--- src/design/fld_pkg.sv ---
// shared constants and types for the frame layout detector
`timescale 1ns / 1ps
`default_nettype none

package fld_pkg;

   // widths fixed by the channel fields
   localparam int FieldW       = 12;
   localparam int ExtW         = FieldW + 1;
   localparam int LineCountBits = 12;

   // line standards and detection window
   localparam logic [ExtW-1:0] LinesNtsc       = ExtW'(262);
   localparam logic [ExtW-1:0] LinesPal        = ExtW'(312);
   localparam logic [ExtW-1:0] DetectTolerance = ExtW'(20);
   localparam logic [ExtW-1:0] JitterMinDelta  = ExtW'(3);

   // visible height is kernel lines plus a fixed margin
   localparam logic [FieldW-1:0] HeightNtsc = FieldW'(192 + 20);
   localparam logic [FieldW-1:0] HeightPal  = FieldW'(228 + 20);

   // frame counters
   localparam logic [3:0] GarbageFrames = 4'd10;
   localparam logic [3:0] FramesSeenMax = 4'd15;
   localparam logic [2:0] ConfirmFrames = 3'd5;
   localparam logic [2:0] InModeMax     = 3'd7;
   localparam logic [1:0] StableRepeats = 2'd2;
   localparam logic [1:0] CountdownMax  = 2'd3;

   typedef enum logic [1:0] {
      CsrAutodetect  = 2'd0,
      CsrJitter      = 2'd1,
      CsrFixedHeight = 2'd2
   } csr_index_type;

   typedef struct packed {
      logic       pal;
      logic [2:0] frames_in_mode;
      logic       confirmed;
   } mode_state_type;

endpackage

`default_nettype wire

--- src/design/fld_channels.sv ---
// valid/ready channel interfaces for requests, results and register writes
`timescale 1ns / 1ps
`default_nettype none

interface fld_req_if;
   logic                      valid;
   logic                      ready;
   logic [fld_pkg::FieldW-1:0] frame_lines;
   modport source (output valid, frame_lines, input ready);
   modport sink   (input valid, frame_lines, output ready);
endinterface

interface fld_rsp_if;
   logic                             valid;
   logic                             ready;
   logic                             layout_pal;
   logic                             mode_confirmed;
   logic                             jitter_valid;
   logic signed [fld_pkg::ExtW-1:0]  jitter_lines;
   logic [fld_pkg::FieldW-1:0]       visible_height;
   modport source (output valid, layout_pal, mode_confirmed, jitter_valid, jitter_lines,
                   visible_height, input ready);
   modport sink   (input valid, layout_pal, mode_confirmed, jitter_valid, jitter_lines,
                   visible_height, output ready);
endinterface

interface fld_csr_if;
   logic                       valid;
   logic                       ready;
   logic [1:0]                 index;
   logic [fld_pkg::FieldW-1:0] data;
   modport source (output valid, index, data, input ready);
   modport sink   (input valid, index, data, output ready);
endinterface

`default_nettype wire

--- src/design/fld_detect.sv ---
// ntsc/pal pick from one frame length and the layout confirmation counter
`timescale 1ns / 1ps
`default_nettype none

module fld_detect (
   input  logic [fld_pkg::ExtW-1:0] lines,
   input  fld_pkg::mode_state_type  cur,
   output fld_pkg::mode_state_type  nxt
);

   logic [fld_pkg::ExtW-1:0] dist_ntsc;
   logic [fld_pkg::ExtW-1:0] dist_pal;
   logic                     nearer_pal;
   logic                     in_window;
   logic                     odd_between;
   logic                     pal_pick;

   always_comb begin
      dist_ntsc = (lines >= fld_pkg::LinesNtsc) ? lines - fld_pkg::LinesNtsc
                                                : fld_pkg::LinesNtsc - lines;
      dist_pal  = (lines >= fld_pkg::LinesPal) ? lines - fld_pkg::LinesPal
                                               : fld_pkg::LinesPal - lines;
      // ties go to ntsc
      nearer_pal  = dist_ntsc > dist_pal;
      in_window   = (dist_ntsc <= fld_pkg::DetectTolerance) ||
                    (dist_pal <= fld_pkg::DetectTolerance);
      odd_between = lines[0] && (lines > fld_pkg::LinesNtsc) && (lines < fld_pkg::LinesPal);

      priority if (in_window) begin
         pal_pick = nearer_pal;
      end else if (!cur.confirmed) begin
         pal_pick = odd_between ? 1'b0 : nearer_pal;
      end else begin
         pal_pick = cur.pal;
      end

      nxt.pal = pal_pick;
      if (pal_pick == cur.pal) begin
         nxt.frames_in_mode = (cur.frames_in_mode < fld_pkg::InModeMax)
                              ? cur.frames_in_mode + 3'd1 : cur.frames_in_mode;
      end else begin
         nxt.frames_in_mode = 3'd0;
      end
      nxt.confirmed = cur.confirmed || (nxt.frames_in_mode > fld_pkg::ConfirmFrames);
   end

endmodule

`default_nettype wire

--- src/design/frame_layout_detector.sv ---
// top level: frame height tracking, jitter requests and ntsc/pal layout detection
`timescale 1ns / 1ps
`default_nettype none

// One request per finished video frame carries its total line count; one result comes
// back for every request. A request passes an input register and then the result
// register before its result is valid. One request per cycle is taken for as long as
// results are taken, since all work for a frame is a single pass of compares and a few
// 13-bit subtracts between those two registers. A stalled result holds the input
// register, and request ready then follows result ready in the same cycle. Register
// writes are always taken and are meant for times when no frame is in flight. Lines
// wider than LINE_COUNT_BITS are cut to that many low bits.
module frame_layout_detector #(
   parameter int LINE_COUNT_BITS = fld_pkg::LineCountBits
) (
   input  logic             clock,
   input  logic             reset,
   fld_csr_if.sink          csr,
   fld_req_if.sink          req,
   fld_rsp_if.source        rsp
);

   localparam int LineW = (LINE_COUNT_BITS < fld_pkg::FieldW) ? LINE_COUNT_BITS
                                                              : fld_pkg::FieldW;
   localparam int PadW  = fld_pkg::ExtW - LineW;

   // configuration
   logic                       autodetect_ff;
   logic                       jitter_en_ff;
   logic [fld_pkg::FieldW-1:0] fixed_height_ff;

   // input stage
   logic             s1_valid_ff, s1_valid_in;
   logic [LineW-1:0] s1_lines_ff;

   // tracking state
   fld_pkg::mode_state_type mode_ff, mode_in;
   logic [3:0]       frames_seen_ff, frames_seen_in;
   logic [LineW-1:0] previous_lines_ff;
   logic [LineW-1:0] stable_lines_ff, stable_lines_in;
   logic             stable_known_ff, stable_known_in;
   logic [1:0]       countdown_ff, countdown_in;

   // result register
   logic                       rsp_valid_ff, rsp_valid_in;
   logic                       out_jitter_valid_ff, out_jitter_valid_in;
   logic [fld_pkg::ExtW-1:0]   out_jitter_lines_ff, out_jitter_lines_in;
   logic [fld_pkg::FieldW-1:0] out_height_ff, out_height_in;

   logic                     advance;
   logic                     s1_fire;
   logic [fld_pkg::ExtW-1:0] lines_ext;
   logic [fld_pkg::ExtW-1:0] stable_ext;
   logic [fld_pkg::ExtW-1:0] delta;
   logic [fld_pkg::ExtW-1:0] delta_mag;
   logic                     detect_on;
   fld_pkg::mode_state_type  mode_detected;

   assign advance   = !rsp_valid_ff || rsp.ready;
   assign s1_fire   = s1_valid_ff && advance;
   assign req.ready = !s1_valid_ff || advance;
   assign csr.ready = 1'b1;

   assign rsp.valid          = rsp_valid_ff;
   assign rsp.layout_pal     = mode_ff.pal;
   assign rsp.mode_confirmed = mode_ff.confirmed;
   assign rsp.jitter_valid   = out_jitter_valid_ff;
   assign rsp.jitter_lines   = $signed(out_jitter_lines_ff);
   assign rsp.visible_height = out_height_ff;

   assign lines_ext  = {{PadW{1'b0}}, s1_lines_ff};
   assign stable_ext = {{PadW{1'b0}}, stable_lines_ff};
   assign delta      = lines_ext - stable_ext;
   assign delta_mag  = delta[fld_pkg::ExtW-1] ? -delta : delta;

   fld_detect u_detect (
      .lines (lines_ext),
      .cur   (mode_ff),
      .nxt   (mode_detected)
   );

   always_comb begin
      s1_valid_in  = req.ready ? req.valid : s1_valid_ff;
      rsp_valid_in = s1_fire ? 1'b1 : (rsp.ready ? 1'b0 : rsp_valid_ff);

      stable_lines_in     = stable_lines_ff;
      stable_known_in     = stable_known_ff;
      countdown_in        = countdown_ff;
      out_jitter_valid_in = 1'b0;
      out_jitter_lines_in = '0;

      // a new height is adopted once it repeats StableRepeats times in a row and differs from the stable one
      if (!stable_known_ff || s1_lines_ff != stable_lines_ff) begin
         if (s1_lines_ff == previous_lines_ff) begin
            countdown_in = (countdown_ff < fld_pkg::CountdownMax) ? countdown_ff + 2'd1
                                                                   : countdown_ff;
            if (countdown_in >= fld_pkg::StableRepeats) begin
               if (stable_known_ff && jitter_en_ff &&
                   delta_mag >= fld_pkg::JitterMinDelta &&
                   frames_seen_ff >= fld_pkg::GarbageFrames) begin
                  out_jitter_valid_in = 1'b1;
                  out_jitter_lines_in = delta;
               end
               stable_lines_in = s1_lines_ff;
               stable_known_in = 1'b1;
            end
         end else begin
            countdown_in = 2'd0;
         end
      end

      frames_seen_in = (frames_seen_ff < fld_pkg::FramesSeenMax) ? frames_seen_ff + 4'd1
                                                                 : frames_seen_ff;
      detect_on = autodetect_ff && (frames_seen_in > fld_pkg::GarbageFrames);
      mode_in   = detect_on ? mode_detected : mode_ff;

      if (fixed_height_ff != '0) begin
         out_height_in = fixed_height_ff;
      end else begin
         out_height_in = mode_in.pal ? fld_pkg::HeightPal : fld_pkg::HeightNtsc;
      end
   end

   always_ff @(posedge clock) begin
      if (reset) begin
         autodetect_ff     <= 1'b1;
         jitter_en_ff      <= 1'b0;
         fixed_height_ff   <= '0;
         s1_valid_ff       <= 1'b0;
         rsp_valid_ff      <= 1'b0;
         mode_ff           <= '0;
         frames_seen_ff    <= '0;
         previous_lines_ff <= '0;
         stable_lines_ff   <= '0;
         stable_known_ff   <= 1'b0;
         countdown_ff      <= '0;
      end else begin
         if (csr.valid) begin
            unique case (csr.index)
               fld_pkg::CsrAutodetect:  autodetect_ff   <= csr.data[0];
               fld_pkg::CsrJitter:      jitter_en_ff    <= csr.data[0];
               fld_pkg::CsrFixedHeight: fixed_height_ff <= csr.data;
               default: ;
            endcase
         end
         s1_valid_ff  <= s1_valid_in;
         rsp_valid_ff <= rsp_valid_in;
         if (s1_fire) begin
            mode_ff           <= mode_in;
            frames_seen_ff    <= frames_seen_in;
            previous_lines_ff <= s1_lines_ff;
            stable_lines_ff   <= stable_lines_in;
            stable_known_ff   <= stable_known_in;
            countdown_ff      <= countdown_in;
         end
      end
   end

   // payload registers
   always_ff @(posedge clock) begin
      if (req.ready && req.valid) begin
         s1_lines_ff <= req.frame_lines[LineW-1:0];
      end
      if (s1_fire) begin
         out_jitter_valid_ff <= out_jitter_valid_in;
         out_jitter_lines_ff <= out_jitter_lines_in;
         out_height_ff       <= out_height_in;
      end
   end

   // a jitter request never carries a zero change
   a_jitter_nonzero: assert property (@(posedge clock) disable iff (reset)
      rsp.valid && rsp.jitter_valid |-> rsp.jitter_lines != '0)
      else $error("jitter request with zero change");

   a_no_jitter_zero: assert property (@(posedge clock) disable iff (reset)
      rsp.valid && !rsp.jitter_valid |-> rsp.jitter_lines == '0)
      else $error("jitter lines set without a request");

   a_confirm_sticky: assert property (@(posedge clock) disable iff (reset)
      mode_ff.confirmed |=> mode_ff.confirmed)
      else $error("layout confirmation dropped");

   a_confirm_count: assert property (@(posedge clock) disable iff (reset)
      mode_ff.frames_in_mode > fld_pkg::ConfirmFrames |-> mode_ff.confirmed)
      else $error("layout held long enough but not confirmed");

endmodule

`default_nettype wire

--- src/flat_wrapper.sv ---
// flat-port wrapper written by rule: the top's interface ports become plain ports
module frame_layout_detector_flat 
#(
   parameter int LINE_COUNT_BITS = fld_pkg::LineCountBits
)
  (clock, reset, csr_valid, csr_index, csr_data, csr_ready, req_valid, req_frame_lines, req_ready, rsp_valid, rsp_layout_pal, rsp_mode_confirmed, rsp_jitter_valid, rsp_jitter_lines, rsp_visible_height, rsp_ready);
  fld_csr_if csr_i ();
  fld_req_if req_i ();
  fld_rsp_if rsp_i ();
  input  logic clock;
  input  logic reset;
  input wire logic [$bits(csr_i.valid)-1:0] csr_valid;
  input wire logic [$bits(csr_i.index)-1:0] csr_index;
  input wire logic [$bits(csr_i.data)-1:0] csr_data;
  output wire logic [$bits(csr_i.ready)-1:0] csr_ready;
  input wire logic [$bits(req_i.valid)-1:0] req_valid;
  input wire logic [$bits(req_i.frame_lines)-1:0] req_frame_lines;
  output wire logic [$bits(req_i.ready)-1:0] req_ready;
  output wire logic [$bits(rsp_i.valid)-1:0] rsp_valid;
  output wire logic [$bits(rsp_i.layout_pal)-1:0] rsp_layout_pal;
  output wire logic [$bits(rsp_i.mode_confirmed)-1:0] rsp_mode_confirmed;
  output wire logic [$bits(rsp_i.jitter_valid)-1:0] rsp_jitter_valid;
  output wire logic [$bits(rsp_i.jitter_lines)-1:0] rsp_jitter_lines;
  output wire logic [$bits(rsp_i.visible_height)-1:0] rsp_visible_height;
  input wire logic [$bits(rsp_i.ready)-1:0] rsp_ready;
  assign csr_i.valid = csr_valid;
  assign csr_i.index = csr_index;
  assign csr_i.data = csr_data;
  assign csr_ready = csr_i.ready;
  assign req_i.valid = req_valid;
  assign req_i.frame_lines = req_frame_lines;
  assign req_ready = req_i.ready;
  assign rsp_valid = rsp_i.valid;
  assign rsp_layout_pal = rsp_i.layout_pal;
  assign rsp_mode_confirmed = rsp_i.mode_confirmed;
  assign rsp_jitter_valid = rsp_i.jitter_valid;
  assign rsp_jitter_lines = rsp_i.jitter_lines;
  assign rsp_visible_height = rsp_i.visible_height;
  assign rsp_i.ready = rsp_ready;
  frame_layout_detector #(.LINE_COUNT_BITS(LINE_COUNT_BITS)) u_core (.clock(clock), .reset(reset), .csr(csr_i), .req(req_i), .rsp(rsp_i));
endmodule
--- config.mk ---
export PLATFORM = sky130hd
export DESIGN_NAME = frame_layout_detector_flat
export DESIGN_NICKNAME = d
export VERILOG_FILES = /design/src/design/fld_pkg.sv /design/src/design/fld_channels.sv /design/src/design/fld_detect.sv /design/src/design/frame_layout_detector.sv /design/src/flat_wrapper.sv
export SDC_FILE = /design/constraint.sdc
export NUM_CORES = 1
export LEC_CHECK = 0
export ABC_CLOCK_PERIOD_IN_PS = 4050
export CAP_MARGIN = 0
export CORE_MARGIN = 10
export CORE_UTILIZATION = 50
export DETAILED_ROUTE_END_ITERATION = 16
export DONT_BUFFER_PORTS = 1
export GPL_ROUTABILITY_DRIVEN = 1
export HOLD_SLACK_MARGIN = 0.1
export PLACE_DENSITY_LB_ADDON = 0.1
export SLEW_MARGIN = 20
export SYNTH_ARGS = -nofsm -noshare
export SYNTH_HDL_FRONTEND = slang
export SYNTH_SLANG_ARGS = --single-unit
--- constraint.sdc ---
create_clock -name clock -period 4.05 [get_ports clock]
set_input_delay 0.81 -clock clock [delete_from_list [all_inputs] [get_ports clock]]
set_output_delay 0.81 -clock clock [all_outputs]
set_load 0.05 [all_outputs]
Word-level counts from Yosys, hierarchy flattened
Cells that the tools add are included.
{"block": "totals", "reg_bits": 90, "in_bits": 31, "output_inout_bits": 31, "wordCells": 90}
{"block": "classes", "add_sub_neg": 9, "n_lt_le_gt_ge": 15, "eq_ne": 5, "muxes": 17, "reduce_logical": 27}
{"operator": "$mux 13", "count": 3}
{"operator": "$le 13x5->1 const B", "count": 2}
{"operator": "$sub 12x9->13 const B", "count": 2}
{"operator": "$sub 9x12->13 const A", "count": 2}
{"operator": "$ge 12x9->1 const B", "count": 2}
{"operator": "$ge 13x2->1 const B", "count": 1}
{"operator": "$gt 13x13->1", "count": 1}
{"operator": "$neg 13->13", "count": 1}
{"operator": "$sub 12x12->13", "count": 1}
{"operator": "$eq 12x12->1", "count": 1}
{"operator": "$gt 12x9->1 const B", "count": 1}
{"operator": "$lt 12x9->1 const B", "count": 1}
{"operator": "$mux 12", "count": 1}
{"operator": "$ne 12x12->1", "count": 1}
{"operator": "$reduce_bool 12->1", "count": 1}
{"operator": "$reduce_and 2->1", "count": 5}
{"operator": "$logic_and 1x1->1", "count": 8}
{"operator": "$reduce_and 4->1", "count": 2}
{"operator": "$mux 1", "count": 6}
{"operator": "$mux 3", "count": 2}
{"operator": "$mux 6", "count": 1}
{"operator": "$logic_or 1x1->1", "count": 5}
{"operator": "$mux 5", "count": 1}
{"operator": "$add 4x1->4 const B", "count": 1}
{"operator": "18 further kinds", "count": 21}

Longest topological paths before layout
Gate-level depths: netlist of the first run.
{"block": "depth", "word_depth": 13, "ltp_mapped": 19, "depth_no_buf": 18}

Hierarchy
Synthesis of the first run repeated with hierarchy kept, for this count alone.
{"block": "unflattened", "cells_unflattened": 816, "hier_area_um2": 6830.3}
{"module": "frame_layout_detector", "instances": 1, "cells_per_inst": 521, "area_each_um2": 4848.4, "seq_area_each_um2": 2182.1}
{"module": "fld_detect", "instances": 1, "cells_per_inst": 295, "area_each_um2": 1981.9, "seq_area_each_um2": 0.0}

Least setup slack after synthesis of the first run
Ideal clock, no wire load.
{"block": "synth_path", "path_kind": "register -> register", "startpoint": "reg u_core.s1_lines_ff[3]", "endpoint": "reg u_core.mode_ff[3] (netlist bit)", "setup_time_ns": 0.140, "t_arrival_ns": 3.986, "required_time_ns": 3.910, "setup_slack_ns": -0.075, "stages_incl_launch_ff": 20, "n_path_buf": 1, "period_less_slack_ns": 4.125, "cell_sequence": "edfxtp_1 clkbuf_1 inv_1 ha_1 a21boi_0 nand2_1 nand3_1 o21ai_0 a22oi_1 inv_1 ha_1 a21o_1 a21o_1 a21o_1 a211oi_1 o211ai_1 nand4_1 o311ai_1 a211oi_1 a2111oi_2"}
{"block": "synth_via", "elab_chain_len": 8, "elab_cells_between_ends": 21, "classes_between": "4 x add/sub; 7 x order compare; 1 x eq/ne; 6 x mux; 3 x reduce/logical"}
{"item": "start: declaration", "line": "frame_layout_detector.sv:34", "rtl": "logic [LineW-1:0] s1_lines_ff;"}
{"item": "start signal: assignment", "line": "frame_layout_detector.sv:162", "rtl": "s1_lines_ff <= req.frame_lines[LineW-1:0];"}
{"item": "$sub 9x12->13 (tied with other cells)", "line": "fld_detect.sv:20", "rtl": ": fld_pkg::LinesNtsc - lines;"}
{"item": "$mux 13 (tied with other cells)", "line": "fld_detect.sv:19", "rtl": "dist_ntsc = (lines >= fld_pkg::LinesNtsc) ? lines - fld_pkg::LinesNtsc"}
{"item": "$gt 13x13->1 or $logic_and 1x1->1 (tied branches)", "line": "fld_detect.sv:24, fld_detect.sv:27"}
{"item": "$mux 1", "line": "fld_detect.sv:32", "rtl": "pal_pick = odd_between ? 1'b0 : nearer_pal;"}
{"item": "$mux 1", "line": "fld_detect.sv:31", "rtl": "end else if (!cur.confirmed) begin"}
{"item": "$mux 1 (*)", "line": "fld_detect.sv:29", "rtl": "priority if (in_window) begin"}
{"item": "$eq 1x1->1 (*)", "line": "fld_detect.sv:38", "rtl": "if (pal_pick == cur.pal) begin"}
{"item": "$mux 3 (*)", "line": "fld_detect.sv:38"}
{"item": "end signal: assignment", "line": "frame_layout_detector.sv:149", "rtl": "mode_ff <= mode_in;"}
{"item": "end: declaration", "line": "frame_layout_detector.sv:37", "rtl": "fld_pkg::mode_state_type mode_ff, mode_in;"}
Mark *: on every way between the ends. The rest lies on a longest branch, timed or not.
A chain may end at the register's enable or synchronous reset.

Worst setup path in the final report of the first run
{"block": "layout_path", "startpoint": "reg u_core.s1_lines_ff[0]", "endpoint": "reg u_core.out_jitter_lines_ff (netlist bit u_core.rsp.jitter_lines[1]) (data pin)"}
{"block": "layout_via", "elab_chain_len": 7, "elab_cells_between_ends": 10, "classes_between": "2 x add/sub; 1 x order compare; 2 x eq/ne; 1 x mux; 4 x reduce/logical"}
{"item": "$sub 12x12->13", "line": "frame_layout_detector.sv:73", "rtl": "assign delta = lines_ext - stable_ext;"}
{"item": "$neg 13->13", "line": "frame_layout_detector.sv:74", "rtl": "assign delta_mag = delta[fld_pkg::ExtW-1] ? -delta : delta;"}
{"item": "$mux 13", "line": "frame_layout_detector.sv:74"}
{"item": "$ge 13x2->1", "line": "frame_layout_detector.sv:99", "rtl": "delta_mag >= fld_pkg::JitterMinDelta &&"}
{"item": "$logic_and 1x1->1", "line": "frame_layout_detector.sv:98", "rtl": "if (stable_known_ff && jitter_en_ff &&"}
{"item": "$logic_and 1x1->1", "line": "frame_layout_detector.sv:99"}
{"item": "$reduce_and 4->1 (no source line)"}
{"item": "end signal: assignment", "line": "frame_layout_detector.sv:166", "rtl": "out_jitter_lines_ff <= out_jitter_lines_in;"}
{"item": "end: declaration", "line": "frame_layout_detector.sv:47", "rtl": "logic [fld_pkg::ExtW-1:0] out_jitter_lines_ff, out_jitter_lines_in;"}
Several ways; a longest one is shown, not always the timed one.

==> impl_results.md, run 1 <==
* # H-tree levels at 3
* Diodes inserted at 0
* Min Tclk post-route at 3.894 ns
* Number of placed I/O pins at 62
* Largest family of logic cells by synthesized area: compound AO/OA/AOI/OAI gates
* Area grow syn2layout at 15.34%
* Clock transition at path regs at 0.07 ns
* Floorplan die area at 0.01745 mm²
* First-pass GRT wire length at 28,190 µm
* Synth Area in Adders at 7.887%
* Yosys cell types at 74
* DP Area at 0.006720 mm²
* Most common cell after layout, fill and taps aside: nor2_1
* Final instance area at 0.007246 mm²
* Placer congestion estimate at 0.9819
* Max IR drop VDD at 198.1 µV
* Power Total at 2.353 mW
* Simple-gate share of the synthesized area at 20.37%
* Max_cap viols at 0
* Status: completed
* Die X-Extent at 132.1 µm
* GRT Util Overall at 19.37%
* GRT overflow at 0
* Largest net degree at the start of global routing at 55
* Setup TNS at 0 ns
* Share of cells above drive strength 1 at 16.01%
* Crit-path max cell delay at 0.45 ns
* Drt first pass iters at 5
* Total Nets Final at 846
* Crit start category: flop
* CTS tree: built
* Syn Area/Cell at 8.467 µm²
* CTS Buffer Depth at 2
* Initial Utilization at 51.66%
* FF+latch count, synth at 90
* Via count at 5,729
* Final setup fails at 0
* Mux contribution to synthesized area at 3.685%
* Fin cells at 949
* CP delay by family, top: compound AO/OA/AOI/OAI gates
* Die Y at 132.1 µm
* CP Buf/Inv Count at 3
* Rel. slew slack at 44.87%
* Post-Synthesis Cells at 742
* Ys async rst share at 0%
* Detailed Route WL at 17,510 µm
* Post-synthesis compound-gate area fraction at 23.78%
* Drt via density at 6.037
* Cell Rows at 40
* Hold WC Path Type: reg2reg
* Fmax at 0.2568 GHz
* Critical Path AT at 3.97 ns
* Post-route DRC violation count at 0
* Post-layout util at 59.58%
* CTS root buf: clkbuf_16
* Synth Area in XOR/XNOR at 4.182%
* CTS Buf Count at 9
* Yosys warns at 0
* Cells along the critical path: inv_2 -> ha_2 -> fa_2 -> nor2b_4 -> o21a_1 -> or3_4 -> a2111oi_4 -> or3b_4 -> a41oi_2 -> mux2_4 -> a2111oi_4 -> buf_4 -> clkbuf_16 -> a21oi_1
* PwrDens at 324.8 mW/mm²
* Cts-stage hold buffer count at 0
* Setup crit end kind: flop
* EDFF count, synth at 38
* Cell mode on critical path: a2111oi_4
* DR iter-0 viols at 546
* Area of the mapped netlist at 0.006282 mm²
* Worst-Margin Slew at 0.8269 ns
* Fin worst setup slack at 0.1558 ns
* Crit path required time at 4.12 ns
* Commonest cells after routing, fill and taps aside: nor2_1, a21oi_1, buf_4
* Max FO, Critical Path at 7
* Post-DP HPWL at 13,220 µm
* Initial antenna violation count at 0
* Area of the core at 0.01216 mm²
* WHS at 0.4612 ns
* Vias in the first global route at 5,522
* Placed insts at 918
* IO buf count at 0
* Pre-CTS setup slack at -0.01697 ns
* Pleak at 2.823 nW
* Sink Count at 90
* Period utilization at 96.15%
* Synth Net Count at 812
* Worst-Skew Late Latency at 0.34 ns
* Max-slew violations at 0
* Clock Skews at 0.005233 ns
* Final ANT Viol Nets at 0
* Final-report hold violation count at 0
* Crit-path slowest cell: or3b_4
* WL per Instance at 18.46 µm
* Crit path kind: reg2reg
* Seq/Total Area, Yosys at 34.73%
* Ys flop type: dfxtp_1
[cells by family (layout without fill, tap and decap cells)]
group | Yosys count | after routing
other cells | 1 | 1
buf+inv | 84 | 123
xor+xnor | 30 | 30
mux | 23 | 23
fa+ha+maj | 39 | 39
simple gates | 260 | 260
compound gates | 215 | 215
flops | 90 | 90
[state kept, by name (all words and copies together), names as in the netlist, 2 cells and up]
signal and count:
u_core.fixed_height_ff 12, u_core.mode_ff 3, u_core.rsp.jitter_lines 13, u_core.frames_seen_ff 4
u_core.rsp.visible_height 12, u_core.s1_lines_ff 12, u_core.previous_lines_ff 12, u_core.countdown_ff 2
u_core.stable_lines_ff 12
[layout make-up]
class	instances	area (µm²)
clock buffers	10	239.0
flip-flops and latches	90	2182
multi-input cells	568	3864
fillers	1089	4916
well taps	168	210.2
clock inverters	6	60.06
repair buffers	69	548.0
inverters	38	142.6
[layer usage]
| layer | vias up | track usage (%) | part of all wire (%) |
|---|---|---|---|
| met5 | - | 0 | 0 |
| met4 | 0 | 7.355 | 2.6 |
| met1 | 2729 | 22.73 | 43 |
| met3 | 39 | 4.192 | 5.1 |
| met2 | 170 | 33.61 | 50 |
| li1 | 2791 | - | - |
[power by group]
part | switching [mW] | total, mW | internal, mW
logic | 0.274 | 0.474 | 0.199
clock network | 0.370 | 0.816 | 0.445
registers | 0.0789 | 1.06 | 0.985
total | 0.724 | 2.35 | 1.63
[synth_stat cells (6+ instances only)]
cell,instances,area share (%)
a211oi_1,10,1.2
a21boi_0,6,0.72
a21o_1,12,1.4
a21oi_1,73,5.8
a31oi_1,8,0.80
and2_1,7,0.70
clkbuf_1,34,2.0
dfxtp_1,52,17
edfxtp_1,38,18
ha_1,38,7.6
inv_1,38,2.3
mux2i_1,22,3.5
nand2_1,64,3.8
nand2b_1,7,0.70
nand3_1,21,1.7
nand3b_1,9,1.1
nand4_1,13,1.3
nor2_1,78,4.7
nor2b_1,8,0.80
nor3_1,10,0.80
nor4_1,12,1.2
o211ai_1,10,1.2
o21a_1,8,0.96
o21ai_0,25,2.0
or2_2,7,0.70
or3_1,7,0.70
xnor2_1,13,1.8
xor2_1,17,2.4
[path summary, 6_finish.rpt]
check	from	endpoint	slack (ns)	cells after the start
worst max-delay path	u_core.s1_lines_ff[0]	u_core.rsp.jitter_lines[1]	0.16	14
worst min-delay path	u_core.previous_lines_ff[3]	u_core.previous_lines_ff[3]	0.46	2
worst max register to register	u_core.s1_lines_ff[0]	u_core.rsp.jitter_lines[1]	0.16	14
worst min register to register	u_core.previous_lines_ff[3]	u_core.previous_lines_ff[3]	0.46	2
[worst min-delay path, stage by stage, from the launching register on]
cell	delay, ns
dfxtp_1	0.32
nand2_1	0.05
a21oi_1	0.05
[what timing repair did]
action	in CTS	in global routing
gates resized for setup	1	24
endpoints found under the hold margin	0	0
cloned	0	1
endpoints found under the setup margin	2	21
setup buffers	0	14
pin swaps	0	12
(Power assumes the default switching activity.)
==> run 2: changes to the inputs <==
Settings changed: CORE_ASPECT_RATIO set to 1.4, CORE_MARGIN 10 to 8.
==> run 2 against run 1 <==
Against the previous run:
- hold slack improved by 0.00093 ns
- non-clock buffer count decreased by 5
- largest power group unchanged
- clock skew increased by 0.012 ns
- clock-buffer cell count decreased by 1
==> impl_results.md, run 2 (same netlist as run 1, synthesis figures left out) <==
* Status: completed
* Number of placed I/O pins at 62
* CTS root buf: clkbuf_16
* Worst-Skew Late Latency at 0.36 ns
* RR Startpoint: u_core.s1_lines_ff[0]
* Max-slew violations at 0
* Min-Delay Path Depth at 0
* Diodes inserted at 0
* PwrDens at 334.5 mW/mm²
* CTS tree: built
* Register-to-register setup slack at 0.05 ns
* Die Y at 148.6 µm
* Initial Utilization at 51.03%
* Crit path kind: reg2reg
* Post-layout util at 58.12%
* Crit start category: flop
* Rel. slew slack at 47.45%
* Area of the core at 0.01231 mm²
* Fmax at 0.2500 GHz
* WL per Instance at 19.74 µm
* First-pass GRT wire length at 28,750 µm
* GRT Util Overall at 21.43%
* Fin worst setup slack at 0.05052 ns
* Worst hold start: u_core.fixed_height_ff[11]
* Total Nets Final at 841
* Setup crit end kind: flop
* CP delay by family, top: compound AO/OA/AOI/OAI gates
* Share of cells above drive strength 1 at 15.08%
* Area grow syn2layout at 13.90%
* Vias in the first global route at 5,436
* Fin cells at 926
* Min Tclk post-route at 3.999 ns
* Worst R2R End: u_core.rsp.jitter_lines[0]
* Max_cap viols at 0
* Clock transition at path regs at 0.09 ns
* IO buf count at 0
* Sink Count at 90
* Die X-Extent at 110.7 µm
* Max IR drop VDD at 175.5 µV
* Final-report hold violation count at 0
* CTS Buf Count at 9
* Min-Delay Endpoint: u_core.rsp.visible_height[11]
* Floorplan die area at 0.01646 mm²
* CTS Buffer Depth at 2
* Crit-path max cell delay at 0.61 ns
* Commonest cells after routing, fill and taps aside: nor2_1, a21oi_1, nand2_1
* Max FFs per register at 13
* Clock Skews at 0.01686 ns
* Post-route DRC violation count at 0
* Cell Rows at 48
* Max FO, Critical Path at 7
* Most common cell after layout, fill and taps aside: nor2_1
* Cts-stage hold buffer count at 0
* Placed insts at 900
* Critical Path AT at 4.07 ns
* DR iter-0 viols at 292
* Detailed Route WL at 18,280 µm
* Post-DP HPWL at 13,630 µm
* Pre-CTS setup slack at -0.3055 ns
* Drt via density at 6.202
* Drt first pass iters at 5
* Final ANT Viol Nets at 0
* # H-tree levels at 3
* Largest net degree at the start of global routing at 55
* Crit-path slowest cell: fa_2
* Initial antenna violation count at 0
* Via count at 5,743
* Final setup fails at 0
* Crit path required time at 4.13 ns
* Hold WC Path Type: reg2reg
* Placer congestion estimate at 1.016
* Cells along the critical path: inv_1 -> ha_2 -> fa_2 -> ha_2 -> nand2_1 -> a2111oi_4 -> or3b_4 -> buf_4 -> mux2i_2 -> a32oi_2 -> a2111oi_4 -> buf_6 -> a21oi_1
* Worst-Margin Slew at 0.7858 ns
* Period utilization at 98.75%
* CP Buf/Inv Count at 3
* GRT overflow at 0
* FF-to-FF path depth at 13
* Power Total at 2.394 mW
* Pleak at 2.788 nW
run 2: cell count changes in the layout (fill, tap and decap cells not counted), moves of 2 or more:
cell	before	now
ha_2	2	4
inv_2	2	0
inv_1	36	38
inv_8	0	3
inv_6	2	0
buf_6	0	2
buf_4	67	62
run 2: how the worst max path moves through the flow:
stage,startpoint,to,slack (ns),cells past startpoint
2_1_floorplan,u_core.s1_lines_ff[0],u_core.rsp.jitter_lines[0],0.04,14
3_3_place_gp,u_core.s1_lines_ff[1],u_core.mode_ff[3],-0.21,17
3_5_place_dp,u_core.s1_lines_ff[4],u_core.mode_ff[3],-0.31,17
4_1_cts,u_core.s1_lines_ff[0],u_core.rsp.jitter_valid,0.007,13
5_1_grt,u_core.s1_lines_ff[0],u_core.rsp.jitter_lines[10],-0.05,14
6_report,u_core.s1_lines_ff[0],u_core.rsp.jitter_lines[0],0.05,13
run 2: per-stage QoR:
| stage | instance area [µm²] | hold slack, ns | TNS, ns |
|---|---|---|---|
| after CTS | 7004 | 0.4649 | 0 |
| final | 7156 | 0.4621 | 0 |
| after detailed placement | 6685 | 0.4469 | -1.103 |
| after global routing | 7156 | 0.4716 | -0.4865 |
| after global placement | 6685 | 0.4421 | -0.6802 |
| after floorplan | 6284 | 0.4469 | 0 |
run 2: final cells by class:
cell class | count | area (µm²)
Sequential cell | 90 | 2182
Clock inverter | 7 | 83.83
Clock buffer | 9 | 225.2
Timing Repair Buffer | 64 | 488.0
Fill cell | 1117 | 5156
Tap cell | 150 | 187.7
Multi-Input combinational cell | 568 | 3846
Inverter | 38 | 142.6
run 2: routing by layer:
metal / vias up / part of all wire (%) / track usage, %
met5: - / 0 / 0
met4: 0 / 3.9 / 9.695
met3: 44 / 4.2 / 3.386
met2: 175 / 51 / 38.52
met1: 2744 / 41 / 24.28
li1: 2780 / - / -
run 2: repair_timing:
action / CTS / global route
gates cloned: 0 / 1
setup buffers: 0 / 9
endpoints found under the setup margin: 6 / 21
gates resized for setup: 2 / 23
pin swaps: 0 / 8
run 2: power by group:
group / internal, mW / switching [mW]
Sequential: 0.984 / 0.0788
Combinational: 0.191 / 0.276
Clock: 0.442 / 0.420
==> run 3: changes to the inputs <==
Settings changed: MAX_ROUTING_LAYER set to met4.
==> run 3 against run 2 <==
Against the previous run:
- utilization hardly changed
- die area unchanged
- sequential power is essentially flat
- wire length down 3.1%
- flip-flop and latch count unchanged
- cell count increased by 0.22%
- sequential share of layout area about the same
- via count decreased by 1.9%
- clock power down 2.9%
- register-to-register slack better by 0.09 ns
- clock-buffer cell count unchanged
- largest cell class unchanged
==> impl_results.md, run 3 (same netlist as run 1, synthesis figures left out) <==
* Fillers at 1,093
* Max FFs per register at 13
* Crit path required time at 4.11 ns
* Pleak at 2.807 nW
* Largest net degree at the start of global routing at 55
* Cell mode on critical path: a2111oi_4
* Vias in the first global route at 5,533
* First-pass GRT wire length at 28,320 µm
* Clock Skews at 0.009605 ns
* Rel. slew slack at 46.31%
* Initial antenna violation count at 0
* Post-route DRC violation count at 0
* GRT Util Overall at 21.44%
* Drt via density at 6.073
* Status: completed
* CTS Buf Count at 9
* Crit path kind: reg2reg
* Detailed Route WL at 17,710 µm
* Worst-Skew Late Latency at 0.34 ns
* Placer congestion estimate at 0.8969
* Final-report hold violation count at 0
* DR iter-0 viols at 253
* Commonest cells after routing, fill and taps aside: nor2_1, a21oi_1, nand2_1, buf_4, dfxtp_1
* Diodes inserted at 0
* Period utilization at 96.49%
* Cell Rows at 48
* Final ANT Viol Nets at 0
* Final instance area at 0.007153 mm²
* DP Area at 0.006723 mm²
* Via count at 5,636
* Power Total at 2.365 mW
* Floorplan die area at 0.01646 mm²
* Number of placed I/O pins at 62
* Die Y at 148.6 µm
* Max FO, Critical Path at 7
* Crit-path slowest cell: or3b_4
* Total Nets Final at 843
* Hold WC Path Type: reg2reg
* Final setup fails at 0
* Critical Path AT at 3.97 ns
* CP Buf/Inv Count at 3
* Crit start category: flop
* GRT overflow at 0
* Crit-path max cell delay at 0.45 ns
* CP delay by family, top: compound AO/OA/AOI/OAI gates
* Die X-Extent at 110.7 µm
* Worst-Margin Slew at 0.8030 ns
* CTS tree: built
* Max IR drop VDD at 252.6 µV
* WHS at 0.4634 ns
* Clock transition at path regs at 0.07 ns
* Fmax at 0.2559 GHz
* Max_cap viols at 0
* Cells along the critical path: inv_1 -> ha_1 -> fa_2 -> nor2b_4 -> o21a_1 -> or3_4 -> a2111oi_4 -> or3b_4 -> a41oi_2 -> mux2_2 -> a2111oi_4 -> buf_4 -> buf_6 -> a21boi_0
* Max-slew violations at 0
* Area of the core at 0.01231 mm²
* Sink Count at 90
* IO buf count at 0
* # H-tree levels at 3
* CTS root buf: clkbuf_16
* Min Tclk post-route at 3.908 ns
* Most common cell after layout, fill and taps aside: nor2_1
* Post-DP HPWL at 13,630 µm
* WL per Instance at 19.09 µm
* Share of cells above drive strength 1 at 14.78%
* Area grow syn2layout at 13.86%
* Pre-CTS setup slack at -0.07506 ns
* PwrDens at 330.7 mW/mm²
* CTS Buffer Depth at 2
* Initial Utilization at 51.03%
* Drt first pass iters at 5
* Fin worst setup slack at 0.1420 ns
* Setup crit end kind: flop
## run 3: cell types whose count changed in the layout (fill, tap and decap cells not counted), sizes merged
cell / previous run / this run
buf: 64 / 66
## run 3: worst reg2reg max path, stage by stage, from the launching register on
cell and delay [ns]:
edfxtp_1 0.44, inv_1 0.11, ha_1 0.19, fa_2 0.26
nor2b_4 0.05, o21a_1 0.21, or3_4 0.36, a2111oi_4 0.35
or3b_4 0.45, a41oi_2 0.17, mux2_2 0.38, a2111oi_4 0.28
buf_4 0.18, buf_6 0.12, a21boi_0 0.08
## run 3: metal layers
metal,routed length (µm),share of wire (%),track usage [%]
met3,611,3.4,3.063
met4,811,4.6,11.19
met5,0,0,-
met2,9159,52,38.28
met1,7133,40,22.51
## run 3: path summary, 6_finish.rpt
check	start	end	slack, ns	cells past startpoint
worst max-delay path	u_core.s1_lines_ff[0]	u_core.rsp.jitter_valid	0.14	14
worst min-delay path	u_core.previous_lines_ff[5]	u_core.previous_lines_ff[5]	0.46	2
worst max register to register	u_core.s1_lines_ff[0]	u_core.rsp.jitter_valid	0.14	14
worst min register to register	u_core.previous_lines_ff[5]	u_core.previous_lines_ff[5]	0.46	2
## run 3: what timing repair did
action                     4_1_cts  5_1_grt
hold buffers                     0        0
setup endpoints to repair       17       21
gates resized for setup          3       17
pin swaps                        0        6
buffers inserted                 1        5
cloned                           0        1
## run 3: cell type report
cell class	count	area [µm²]	area share [%]
Sequential cell	90	2182	30.51
Timing Repair Buffer	66	503.0	7.032
Clock buffer	9	225.2	3.149
Clock inverter	7	81.33	1.137
Multi-Input combinational cell	568	3831	53.56
Tap cell	150	187.7	2.624
Inverter	38	142.6	1.994
## run 3: per-stage QoR
| step | util, % | setup TNS [ns] | instances |
|---|---|---|---|
| after detailed placement | 54.60 | -0.5430 | 905 |
| after global routing | 58.10 | -0.03109 | 928 |
| final | 58.10 | 0 | 928 |
| after floorplan | - | 0 | 742 |
| after global placement | 54.60 | -0.06363 | 905 |
| after CTS | 57.25 | 0 | 922 |
## run 3: report_power, final
group	switching (mW)	internal (mW)
clock	0.398	0.440
sequential	0.0795	0.984
combinational	0.269	0.194
